$ cat src/design/dtm_tpg_pkg.sv
`timescale 1ns / 1ps

package dtm_tpg_pkg;

  typedef enum logic [2:0] {
    ST_IDLE,
    ST_CHECK,
    ST_LEN,
    ST_PAY
  } state_t;

  typedef enum logic [1:0] {
    ERR_OK       = 2'd0,
    ERR_OVERFLOW = 2'd1,
    ERR_BAD_TYPE = 2'd2
  } err_t;

  localparam logic [7:0] TYPE_PRBS9 = 8'd0;
  localparam logic [7:0] TYPE_0F    = 8'd1;
  localparam logic [7:0] TYPE_55    = 8'd2;
  localparam logic [7:0] TYPE_FF    = 8'd4;
  localparam logic [7:0] TYPE_00    = 8'd5;
  localparam logic [7:0] TYPE_F0    = 8'd6;
  localparam logic [7:0] TYPE_AA    = 8'd7;

  localparam logic [8:0] PRBS9_SEED   = 9'h1FF;
  localparam logic [8:0] HEADER_BYTES = 9'd2;
  localparam logic [6:0] CFG_RESET    = 7'd64;

  typedef struct packed {
    logic [7:0] data;
    logic [8:0] state;
  } prbs_step_t;

  // Recognized payload kinds.
  function automatic logic type_valid(input logic [7:0] t);
    case (t)
      TYPE_PRBS9, TYPE_0F, TYPE_55, TYPE_FF, TYPE_00, TYPE_F0, TYPE_AA: type_valid = 1'b1;
      default: type_valid = 1'b0;
    endcase
  endfunction

  // Constant fill byte of the pattern types.
  function automatic logic [7:0] fill_byte(input logic [7:0] t);
    case (t)
      TYPE_0F: fill_byte = 8'h0F;
      TYPE_55: fill_byte = 8'h55;
      TYPE_FF: fill_byte = 8'hFF;
      TYPE_F0: fill_byte = 8'hF0;
      TYPE_AA: fill_byte = 8'hAA;
      default: fill_byte = 8'h00;
    endcase
  endfunction

  // Eight LFSR steps, output bits packed MSB first.
  function automatic prbs_step_t prbs9_byte(input logic [8:0] s);
    logic [8:0] st;
    logic [7:0] b;
    prbs_step_t r;
    st = s;
    b  = 8'h00;
    for (int i = 0; i < 8; i++) begin
      b  = {b[6:0], st[0]};
      st = {st[0] ^ st[4], st[8:1]};
    end
    r.data  = b;
    r.state = st;
    prbs9_byte = r;
  endfunction

endpackage

$ cat src/design/dtm_test_packet_generator.sv
`timescale 1ns / 1ps

// Direct-test-mode test packet generator. Each input item (packet_type,
// payload_length) yields a packet, one byte per result item: the type byte,
// the length byte, then payload_length payload bytes, with last set on the
// final one. Type 0 gives a PRBS9 payload (LFSR restarted at 0x1FF for every
// request, bits packed MSB first); types 1, 2, 4, 5, 6, 7 repeat 0x0F, 0x55,
// 0xFF, 0x00, 0xF0, 0xAA. A request whose length plus two header bytes exceeds
// the smaller of max_packet_len and MAX_PACKET gives one error item (code 1);
// otherwise an unknown type gives one error item (code 2). Error items carry
// data 0 and last 1. Steps: accept, check plus type byte, length byte,
// then one payload byte a cycle while the output is not stalled, from the
// shared byte-wide LFSR stepper; an error item ends at the check step. No
// new item is taken before the block is back in idle, but the next item is
// taken while the final result still waits in the output register. The user
// must write max_packet_len through cfg_wr_en / cfg_wr_data only while the
// block is idle (the block itself does not enforce this); it resets to 64.
module dtm_test_packet_generator
  import dtm_tpg_pkg::*;
#(
  parameter int MAX_PACKET = 64
) (
  input  logic       clk,
  input  logic       rst_n,

  input  logic       in_valid,
  output logic       in_stall,
  input  logic [7:0] in_packet_type,
  input  logic [7:0] in_payload_length,

  output logic       out_valid,
  input  logic       out_stall,
  output logic [7:0] out_data_byte,
  output logic       out_last,
  output logic [1:0] out_error_code,

  input  logic       cfg_wr_en,
  input  logic [6:0] cfg_wr_data
);

  localparam logic [6:0] MaxPktC = 7'(MAX_PACKET);

  state_t     state_r, state_nxt;
  logic [6:0] max_len_r;
  logic [7:0] type_r, type_nxt;
  logic [7:0] len_r, len_nxt;
  logic [7:0] cnt_r, cnt_nxt;
  logic [8:0] lfsr_r, lfsr_nxt;

  logic       out_valid_r, out_valid_nxt;
  logic [7:0] out_data_r, out_data_nxt;
  logic       out_last_r, out_last_nxt;
  logic [1:0] out_err_r, out_err_nxt;

  logic       slot_free;
  logic       in_acc;
  logic [6:0] limit;
  logic       overflow;
  logic       bad_type;
  prbs_step_t prbs;
  logic [7:0] pay_byte;

  // Output register can take a new item when empty or being drained.
  assign slot_free = !out_valid_r || !out_stall;
  assign in_stall  = (state_r != ST_IDLE);
  assign in_acc    = in_valid && !in_stall;

  // Effective packet limit and the request checks.
  assign limit    = (max_len_r > MaxPktC) ? MaxPktC : max_len_r;
  assign overflow = ({1'b0, len_r} + HEADER_BYTES) > {2'b00, limit};
  assign bad_type = !type_valid(type_r);

  // Shared stepper: one PRBS9 byte per use.
  assign prbs     = prbs9_byte(lfsr_r);
  assign pay_byte = (type_r == TYPE_PRBS9) ? prbs.data : fill_byte(type_r);

  // Sequencer next state.
  always_comb begin
    state_nxt = state_r;
    case (state_r)
      ST_IDLE: begin
        if (in_acc) state_nxt = ST_CHECK;
      end
      ST_CHECK: begin
        if (slot_free) state_nxt = (overflow || bad_type) ? ST_IDLE : ST_LEN;
      end
      ST_LEN: begin
        if (slot_free) state_nxt = (len_r == 8'd0) ? ST_IDLE : ST_PAY;
      end
      ST_PAY: begin
        if (slot_free && cnt_r == 8'd1) state_nxt = ST_IDLE;
      end
      default: state_nxt = ST_IDLE;
    endcase
  end

  // Datapath and output register loads.
  always_comb begin
    type_nxt      = type_r;
    len_nxt       = len_r;
    cnt_nxt       = cnt_r;
    lfsr_nxt      = lfsr_r;
    out_valid_nxt = out_valid_r && out_stall;
    out_data_nxt  = out_data_r;
    out_last_nxt  = out_last_r;
    out_err_nxt   = out_err_r;
    case (state_r)
      ST_IDLE: begin
        // Capture the request and restart the LFSR.
        if (in_acc) begin
          type_nxt = in_packet_type;
          len_nxt  = in_payload_length;
          cnt_nxt  = in_payload_length;
          lfsr_nxt = PRBS9_SEED;
        end
      end
      ST_CHECK: begin
        if (slot_free) begin
          out_valid_nxt = 1'b1;
          if (overflow) begin
            out_data_nxt = 8'h00;
            out_last_nxt = 1'b1;
            out_err_nxt  = ERR_OVERFLOW;
          end else if (bad_type) begin
            out_data_nxt = 8'h00;
            out_last_nxt = 1'b1;
            out_err_nxt  = ERR_BAD_TYPE;
          end else begin
            out_data_nxt = type_r;
            out_last_nxt = 1'b0;
            out_err_nxt  = ERR_OK;
          end
        end
      end
      ST_LEN: begin
        if (slot_free) begin
          out_valid_nxt = 1'b1;
          out_data_nxt  = len_r;
          out_last_nxt  = (len_r == 8'd0);
          out_err_nxt   = ERR_OK;
        end
      end
      ST_PAY: begin
        // Emit one payload byte and advance the LFSR.
        if (slot_free) begin
          out_valid_nxt = 1'b1;
          out_data_nxt  = pay_byte;
          out_last_nxt  = (cnt_r == 8'd1);
          out_err_nxt   = ERR_OK;
          cnt_nxt       = cnt_r - 8'd1;
          lfsr_nxt      = prbs.state;
        end
      end
      default: ;
    endcase
  end

  always_ff @(posedge clk) begin
    if (!rst_n) begin
      state_r     <= ST_IDLE;
      out_valid_r <= 1'b0;
      max_len_r   <= CFG_RESET;
    end else begin
      state_r     <= state_nxt;
      out_valid_r <= out_valid_nxt;
      if (cfg_wr_en) max_len_r <= cfg_wr_data;
    end
  end

  // Payload registers, no reset.
  always_ff @(posedge clk) begin
    type_r     <= type_nxt;
    len_r      <= len_nxt;
    cnt_r      <= cnt_nxt;
    lfsr_r     <= lfsr_nxt;
    out_data_r <= out_data_nxt;
    out_last_r <= out_last_nxt;
    out_err_r  <= out_err_nxt;
  end

  assign out_valid      = out_valid_r;
  assign out_data_byte  = out_data_r;
  assign out_last       = out_last_r;
  assign out_error_code = out_err_r;

`ifndef NO_ASSERTIONS
  // An error item always ends its request and carries a zero byte.
  a_err_last: assert property (@(posedge clk) disable iff (!rst_n)
    out_valid_r && (out_err_r != ERR_OK) |-> out_last_r && (out_data_r == 8'h00))
    else $error("error item without last or with nonzero data");

  // The payload counter never runs out while bytes remain to send.
  a_pay_cnt: assert property (@(posedge clk) disable iff (!rst_n)
    (state_r == ST_PAY) |-> (cnt_r != 8'd0))
    else $error("payload state with zero count");

  // An accepted request goes straight to the check step.
  a_acc_check: assert property (@(posedge clk) disable iff (!rst_n)
    in_acc |=> (state_r == ST_CHECK))
    else $error("accepted item did not enter check");

  // Leaving the payload state coincides with loading the last byte.
  a_pay_end: assert property (@(posedge clk) disable iff (!rst_n)
    (state_r == ST_PAY) && (state_nxt == ST_IDLE) |=> out_valid_r && out_last_r)
    else $error("payload ended without a last item");
`endif

endmodule
$ cat config.mk
export PLATFORM = sky130hd
export DESIGN_NAME = dtm_test_packet_generator
export DESIGN_NICKNAME = d
export VERILOG_FILES = /design/src/design/dtm_tpg_pkg.sv /design/src/design/dtm_test_packet_generator.sv
export SDC_FILE = /design/constraint.sdc
export NUM_CORES = 1
export LEC_CHECK = 0
export BUFFER_PORTS_ARGS = -buffer_cell sky130_fd_sc_hd__clkbuf_2
export CAP_MARGIN = 20
export CORE_MARGIN = 4
export CORE_UTILIZATION = 55
export CTS_CLUSTER_DIAMETER = 60
export DETAILED_ROUTE_END_ITERATION = 16
export MAX_ROUTING_LAYER = met4
export PLACE_DENSITY = 0.78
export SYNTH_ARGS = -nofsm -noshare
export SYNTH_HDL_FRONTEND = slang
export SYNTH_SLANG_ARGS = --single-unit
$ cat constraint.sdc
create_clock -name clk -period 4.7 [get_ports clk]
set_input_delay 0.235 -clock clk [delete_from_list [all_inputs] [get_ports clk]]
set_output_delay 0.235 -clock clk [all_outputs]
set_load 0.02 [all_outputs]
Yosys cells after proc, flatten, opt, wreduce, memory -nomap -nowiden

Cells that the tools add are included.

Magnitude comparators: 2
Reduce and logical (&&, ||, !) cells: 24
Mux-type cells: 36
Equal/unequal tests: 16
Bitwise operators: 8
Add/subtract/negate cells: 2

Operators with widths:

| cell                                                                   | number |
|---|---|
| 8-bit 2-to-1 mux                                                       | 8 |
| 8-bit case mux with 5 select lines                                     | 1 |
| 8-bit by 3-bit equality test with 1-bit output (second input constant) | 4 |
| 8-bit case mux with 3 select lines                                     | 1 |
| 9-bit 2-to-1 mux                                                       | 2 |
| 9-bit case mux with 2 select lines                                     | 1 |
| 8-bit by 1-bit equality test with 1-bit output (second input constant) | 2 |
| 8-bit logical NOT                                                      | 2 |
| 8-bit case mux with 2 select lines                                     | 1 |
| 2-bit 2-to-1 mux                                                       | 6 |
| 3-bit 2-to-1 mux                                                       | 4 |
| 3-bit case mux with 4 select lines                                     | 1 |
| 2-bit inequality test (second input constant)                          | 5 |
| 8-bit by 2-bit adder with 9-bit output (second input constant)         | 1 |
| 9-bit by 7-bit greater-than comparator with 1-bit output               | 1 |
| 8-bit by 2-bit equality test with 1-bit output (second input constant) | 1 |
| 1-bit 2-to-1 mux                                                       | 8 |
| 4-bit AND reduction                                                    | 2 |
| 8-bit by 1-bit subtractor with 8-bit output (second input constant)    | 1 |
| 1-bit XOR                                                              | 8 |
| 7-bit greater-than comparator (second input constant)                  | 1 |
| 7-bit 2-to-1 mux                                                       | 1 |
| 7-bit OR reduction                                                     | 1 |
| 3-bit by 2-bit equality test with 1-bit output (second input constant) | 2 |
| other kinds (14)                                                       | 23 |

Output and inout bits: 13
Register bits after elaboration: 55
Word-level logic and storage cells: 98

Longest topological paths before layout

Gate-level depths: netlist of run 1.

Depth after elaboration: 8
Depth in mapped cells: 9

Worst setup path before layout of run 1

OpenSTA, ideal clock, no wires.

Path kind: register to register
Start: reg len_r[1]
End: reg out_data_r[1], in the netlist out_data_byte[1], data pin
Arrival time: 2.129 ns
Path slack: 2.309 ns
Path buffers: 0
Stages on the path, launching flop included: 9
Cells stage by stage: edfxtp_1 -> ha_1 -> xor2_1 -> ha_1 -> nand4_1 -> o211a_1 -> a21oi_1 -> nor4_4 -> a221o_2

Longest elaborated chain between the ends: 5
Elaborated cells on any way between the ends: 6

RTL lines:

| element                                                  | line                             | text |
|---|---|---|
| from (decl)                                              | dtm_test_packet_generator.sv:46  | `logic [7:0] len_r, len_nxt;` |
| from (signal assigned)                                   | dtm_test_packet_generator.sv:173 | `len_r <= len_nxt;` |
| 8-bit by 2-bit adder with 9-bit output                   | dtm_test_packet_generator.sv:70  | `assign overflow = ({1'b0, len_r} + HEADER_BYTES) > {2'b00, limit};` |
| 9-bit by 7-bit greater-than comparator with 1-bit output | dtm_test_packet_generator.sv:70  |  |
| 8-bit 2-to-1 mux                                         | dtm_test_packet_generator.sv:120 | `if (overflow) begin` |
| 8-bit 2-to-1 mux                                         | dtm_test_packet_generator.sv:118 | `if (slot_free) begin` |
| 8-bit case mux with 3 select lines *                     | dtm_test_packet_generator.sv:107 | `case (state_r)` |
| net out_data_nxt[1]                                      | dtm_test_packet_generator.sv:51  | `logic [7:0] out_data_r, out_data_nxt;` |
| to (signal assigned)                                     | dtm_test_packet_generator.sv:176 | `out_data_r <= out_data_nxt;` |
| to (decl)                                                | dtm_test_packet_generator.sv:51  |  |

Mark *: on every way through the listed nets, which the timed path passes. The rest lies on a longest branch. The select of a mux whose other input is x is not followed.
A chain may end at the register's enable or synchronous reset.

Final worst setup path of run 1

Same ends and word-level chain as after synthesis.

==> metrics, run 1 <==
status=complete, no violations; Layout Nets=312; Least-Margin Pin Slew=0.8923 ns; CTS resizes=0; most common cell after layout, fill and taps aside=edfxtp_1; initial antenna violation count=0; Peak VDD IR=0.1880 mV; Flop pwr share=59.3%; CP cell instances=ha_1 -> xor2_1 -> ha_1 -> nand4_1 -> o211a_1 -> a21oi_1 -> nor4_4 -> a221o_2; Top Ports=41; Crit Path Category=reg -> reg; Max Buffers Root-to-Sink=2; routability cong.=0.8948; Clock power frac=25.5%; clock skew=0.008615 ns; drt wl/cell=14.91 um; Internal=729.6 uW; Distinct cells, synth=48; maxcap violations=0; Tcrit/Tclk final=55.21%; synth top area cells=edfxtp_1 (49%), dfxtp_1 (7.4%), nand2_1 (4.7%); pre-CTS setup slack=2.130 ns; share of cells above drive strength 1=21.09%; first-pass GRT wire length=8.452 mm; # H-tree levels=2; Final setup viols=0; clock slew seen by the registers of the worst setup and hold paths=0.10 ns; die footprint=6125 um2; Worst-Skew Late Latency=0.31 ns; Yosys warning count=0; ys flop type=edfxtp_1; leading area contributor after synthesis=edfxtp_1; CP peak stage delay=0.49 ns; CTS Buf Count=5; postcts setup bufs=0; gr usage total=18.46%; P_leak=1.145 nW; HP Class=in -> reg; DRT iter0 DRCs=175; Syn Std Cell Area=2715 um2; Post-Syn Instances=237; area delta synth->final=11.29%; WP data arrival=2.66 ns; height of the die=78.26 um; asr flop ratio synth=0%; initial core utilization=57.11%; CP startpoint kind=register; Synth top area share=48.66%; vias in the first global route=1868; flops & latches, synth=54; dpl hpwl=3.891 mm; RSZ-0062 raised after global routing=no; Final Hold Fails=0; P per Cell Area=332.4 nW/um2; most frequent cells in the layout=edfxtp_1 (44), clkbuf_2 (40), nand2_1 (34), nor2_1 (13), o21ai_0 (13); DRT Pass-1 Iters=4; fin crit period=2.595 ns; largest net degree at the start of global routing=21; CP most frequent cell=ha_1; total number of vias=1880; combinational fraction of design power=15.2%; number of slew-limit violations in the final report=0; peak fanout along the critical path=6; Slowest cell on crit path=edfxtp_1; post-synthesis sequential area ratio=56.04%; CP Data Required Time=4.76 ns; CTS tree=yes; Clock Sinks=54; Vias/cell=5.497; TNS Setup=0 ns; diode count=0; Mapped Avg Cell Area=11.46 um2; grt total ovfl=0; highest clock rate=0.3854 GHz; hold_buf cts=0; syn_nets=275; row cnt=25; P_sw=274.8 uW; Die Width=78.26 um; Routed Antenna Nets=0; Setup WS post-layout=2.105 ns; Slew Limit Headroom=40.51%; sw frac=27.36%; Core Region=4755 um2; Post-synth EDFFs=44; Worst Setup End Kind=register; port bufs=40; DRC Markers=0; root buffer cell=clkbuf_8; total wire length=5.098 mm
-- worst max-delay path, delay by kind of cell, from the launching register on --
family / cells / cell delay [ns]
AOI/OAI and AO/OA: 3 / 0.90
adders and majority gates: 2 / 0.57
DFF: 1 / 0.49
and+or+nand+nor: 2 / 0.24
xor gates and xnor gates: 1 / 0.15
-- power by group through the flow --
| stage | Sequential, mW | Clock (mW) | Combinational, mW |
|---|---|---|---|
| final | 0.596 | 0.256 | 0.153 |
| after global routing | 0.601 | 0.280 | 0.173 |
| after CTS | 0.596 | 0.261 | 0.154 |
| after detailed placement | 0.607 | 0 | 0.154 |
| after global placement | 0.605 | 0 | 0.147 |
| after floorplan | 0.609 | 0 | 0.101 |
-- kinds of logic after synthesis --
group / Yosys count / share of synthesized area [%]
AOI/OAI and AO/OA: 43 / 10.64
xor gates and xnor gates: 18 / 5.807
adders and majority gates: 10 / 4.608
buffers and inverters: 18 / 3.548
DFF: 54 / 56.04
muxes: 8 / 2.995
and+or+nand+nor: 86 / 16.36
-- area by class of cell --
class | count | area (um2)
clock inverters | 3 | 20.02
flip-flops and latches | 54 | 1521
multi-input cells | 165 | 1097
inverters | 8 | 30.03
well taps | 67 | 83.83
clock buffers | 5 | 68.82
repair buffers | 40 | 200.2
fillers | 393 | 1733
-- sequential cells by signal, indices dropped and copies added (netlist names) --
signal          count
out_last            1
state_r             2
out_data_byte       8
lfsr_r              9
len_r               8
cnt_r               8
max_len_r           7
out_valid           1
out_error_code      2
type_r              8
-- routing by layer --
metal / track usage, % / wire (um)
met5: - / 0
met4: 10.31 / 168
met3: 4.014 / 303
met2: 27.57 / 2313
met1: 23.45 / 2312
-- synthesized netlist by cell type, types with 4 or more instances --
master and n:
edfxtp_1 44, nand2_1 34, nor2_1 13, o21ai_0 13, dfxtp_1 10, ha_1 10, nor2b_1 9, xnor2_1 9
xor2_1 9, a21oi_1 8, inv_1 8, mux2i_1 7, nand3_1 6, clkbuf_1 5, nor3_1 4
-- path summary, 6_finish.rpt --
path                            slack (ns)                          to  cells past startpoint                       from
worst max register to register        2.11  out_data_byte[1]$_DFFE_PP_                      8         len_r[1]$_DFFE_PP_
worst min-delay path                  0.09         type_r[4]$_DFFE_PP_                      1          in_packet_type[4]
worst min register to register        0.53   max_len_r[3]$_SDFFE_PN0P_                      2  max_len_r[3]$_SDFFE_PN0P_
worst max-delay path                  2.11  out_data_byte[1]$_DFFE_PP_                      8         len_r[1]$_DFFE_PP_
-- per-stage QoR --
step / total power [mW] / util (%) / area (um2) / std cells / hold slack, ns
3_5_place_dp: 0.7602 / 61.68 / 2933 / 334 / 0.4136
3_3_place_gp: 0.7520 / 61.68 / 2933 / 334 / 0.4130
2_1_floorplan: 0.7104 / - / 2715 / 237 / 0.3339
5_1_grt: 1.054 / 63.55 / 3022 / 342 / 0.07103
6_report: 1.004 / 63.55 / 3022 / 342 / 0.09120
4_1_cts: 1.011 / 63.55 / 3022 / 342 / 0.08266
Power figures use the tool's default switching activity.
==> run 2, diff against run 1 <==
- clock period: 4.7 -> 2.7 ns (I/O delays scaled with it)
==> metrics, run 2 (synthesis results as in run 1) <==
CTS Buf Count=5; P per Cell Area=572.9 nW/um2; Core Region=4755 um2; Clock Sinks=54; maxcap violations=0; crit path capture=out_data_byte[1]$_DFFE_PP_; CP startpoint kind=register; height of the die=78.26 um; # H-tree levels=2; share of cells above drive strength 1=22.73%; CP cell instances=ha_1 -> xor2_1 -> ha_1 -> nand4_1 -> o211a_1 -> a21oi_2 -> nor4_4 -> a221o_2; Max Buffers Root-to-Sink=2; initial antenna violation count=0; DRT iter0 DRCs=180; CP peak stage delay=0.48 ns; Slew Limit Headroom=65.49%; Vias/cell=5.280; CP Data Required Time=2.77 ns; Reg2Reg Depth=8; Slowest cell on crit path=edfxtp_1; Crit Path Category=reg -> reg; clock slew seen by the registers of the worst setup and hold paths=0.10 ns; area delta synth->final=15.44%; CP startpoint=len_r[1]$_DFFE_PP_; total number of vias=1864; drt wl/cell=13.97 um; Layout Nets=323; Top Ports=41; root buffer cell=clkbuf_8; fin crit period=2.482 ns; Final setup viols=0; Least-Margin Pin Slew=0.5165 ns; clock skew=0.007621 ns; highest clock rate=0.4029 GHz; die footprint=6125 um2; Final Hold Fails=0; P_leak=1.204 nW; Biggest register=lfsr_r; worst r2r dst=out_data_byte[1]$_DFFE_PP_; WP data arrival=2.55 ns; port bufs=40; Worst Setup End Kind=register; TNS Setup=0 ns; diode count=0; largest net degree at the start of global routing=18; post-route non-filler standard cell count=353; DRT Pass-1 Iters=4; placed insts=339; Peak VDD IR=0.4163 mV; most frequent cells in the layout=edfxtp_1 (44), clkbuf_2 (40), nand2_1 (34), nor2_1 (13), o21ai_0 (13); peak fanout along the critical path=6; max reg flops=9; number of slew-limit violations in the final report=0; CTS tree=yes; initial core utilization=57.11%; row cnt=25; Tcrit/Tclk final=91.92%; RSZ-0062 raised after global routing=no; first-pass GRT wire length=8.086 mm; Worst-Skew Late Latency=0.31 ns; CP most frequent cell=ha_1; DRC Markers=0; gr usage total=17.69%; FF-to-FF setup slack=0.22 ns; routability cong.=0.8908; status=complete, no violations; HP Class=in -> reg; total wire length=4.933 mm; most common cell after layout, fill and taps aside=edfxtp_1; reg2reg start=len_r[1]$_DFFE_PP_; dpl hpwl=3.790 mm; vias in the first global route=1694; Routed Antenna Nets=0; grt total ovfl=0; Die Width=78.26 um
-- run 2: worst min path at each step --
stage / start / end / depth (start not counted)
final: in_packet_type[7] / type_r[7]$_DFFE_PP_ / 1
after global routing: in_payload_length[7] / len_r[7]$_DFFE_PP_ / 1
after CTS: in_payload_length[0] / len_r[0]$_DFFE_PP_ / 1
after detailed placement: in_packet_type[2] / type_r[2]$_DFFE_PP_ / 1
after global placement: in_packet_type[7] / type_r[7]$_DFFE_PP_ / 1
after floorplan: in_payload_length[0] / len_r[0]$_DFFE_PP_ / 0
-- run 2: routing by layer --
metal,track usage [%],vias to the layer above,routed length [um]
li1,-,945,-
met1,23.87,856,2229
met5,-,-,0
met2,26.54,59,2293
met3,5.275,4,366
met4,4.196,0,44
-- run 2: layout make-up --
class,instances,area (um2)
well taps,67,83.83
multi-input cells,165,1101
repair buffers,51,297.8
clock buffers,6,82.58
clock inverters,2,17.52
flip-flops and latches,54,1521
inverters,8,30.03
fillers,397,1620
-- run 2: where the power goes --
part,internal (mW),switching (mW)
registers,0.982,0.0534
logic,0.118,0.164
clock network,0.212,0.266
total,1.31,0.484
-- run 2: worst max-delay path, delay by kind of cell, from the launching register on --
family                   cells  cell delay [ns]
AND/OR/NAND/NOR              2             0.22
flip-flops                   1             0.48
AO/OA/AOI/OAI                3             0.83
adder cells (fa/ha/maj)      2             0.56
XOR/XNOR                     1             0.14
-- run 2: timing repair --
action | in CTS | in global routing
resized for setup | 0 | 1
setup endpoints to repair | 0 | 1
buffers inserted | 0 | 0
hold buffers | 6 | 0
hold endpoints to repair | 6 | 0
-- run 2: stage by stage --
step                power (mW)  hold WS (ns)  utilization [%]  setup slack [ns]  area [um2]
floorplan                1.237        0.2339                -            0.3093        2715
global placement         1.318        0.3127            62.47            0.2233        2970
detailed placement       1.329        0.3147            62.47            0.1600        2970
CTS                      1.804      0.007794            65.84            0.1327        3131
global route             1.880      0.001291            65.92           0.06667        3134
finish                   1.796       0.01308            65.92            0.2181        3134
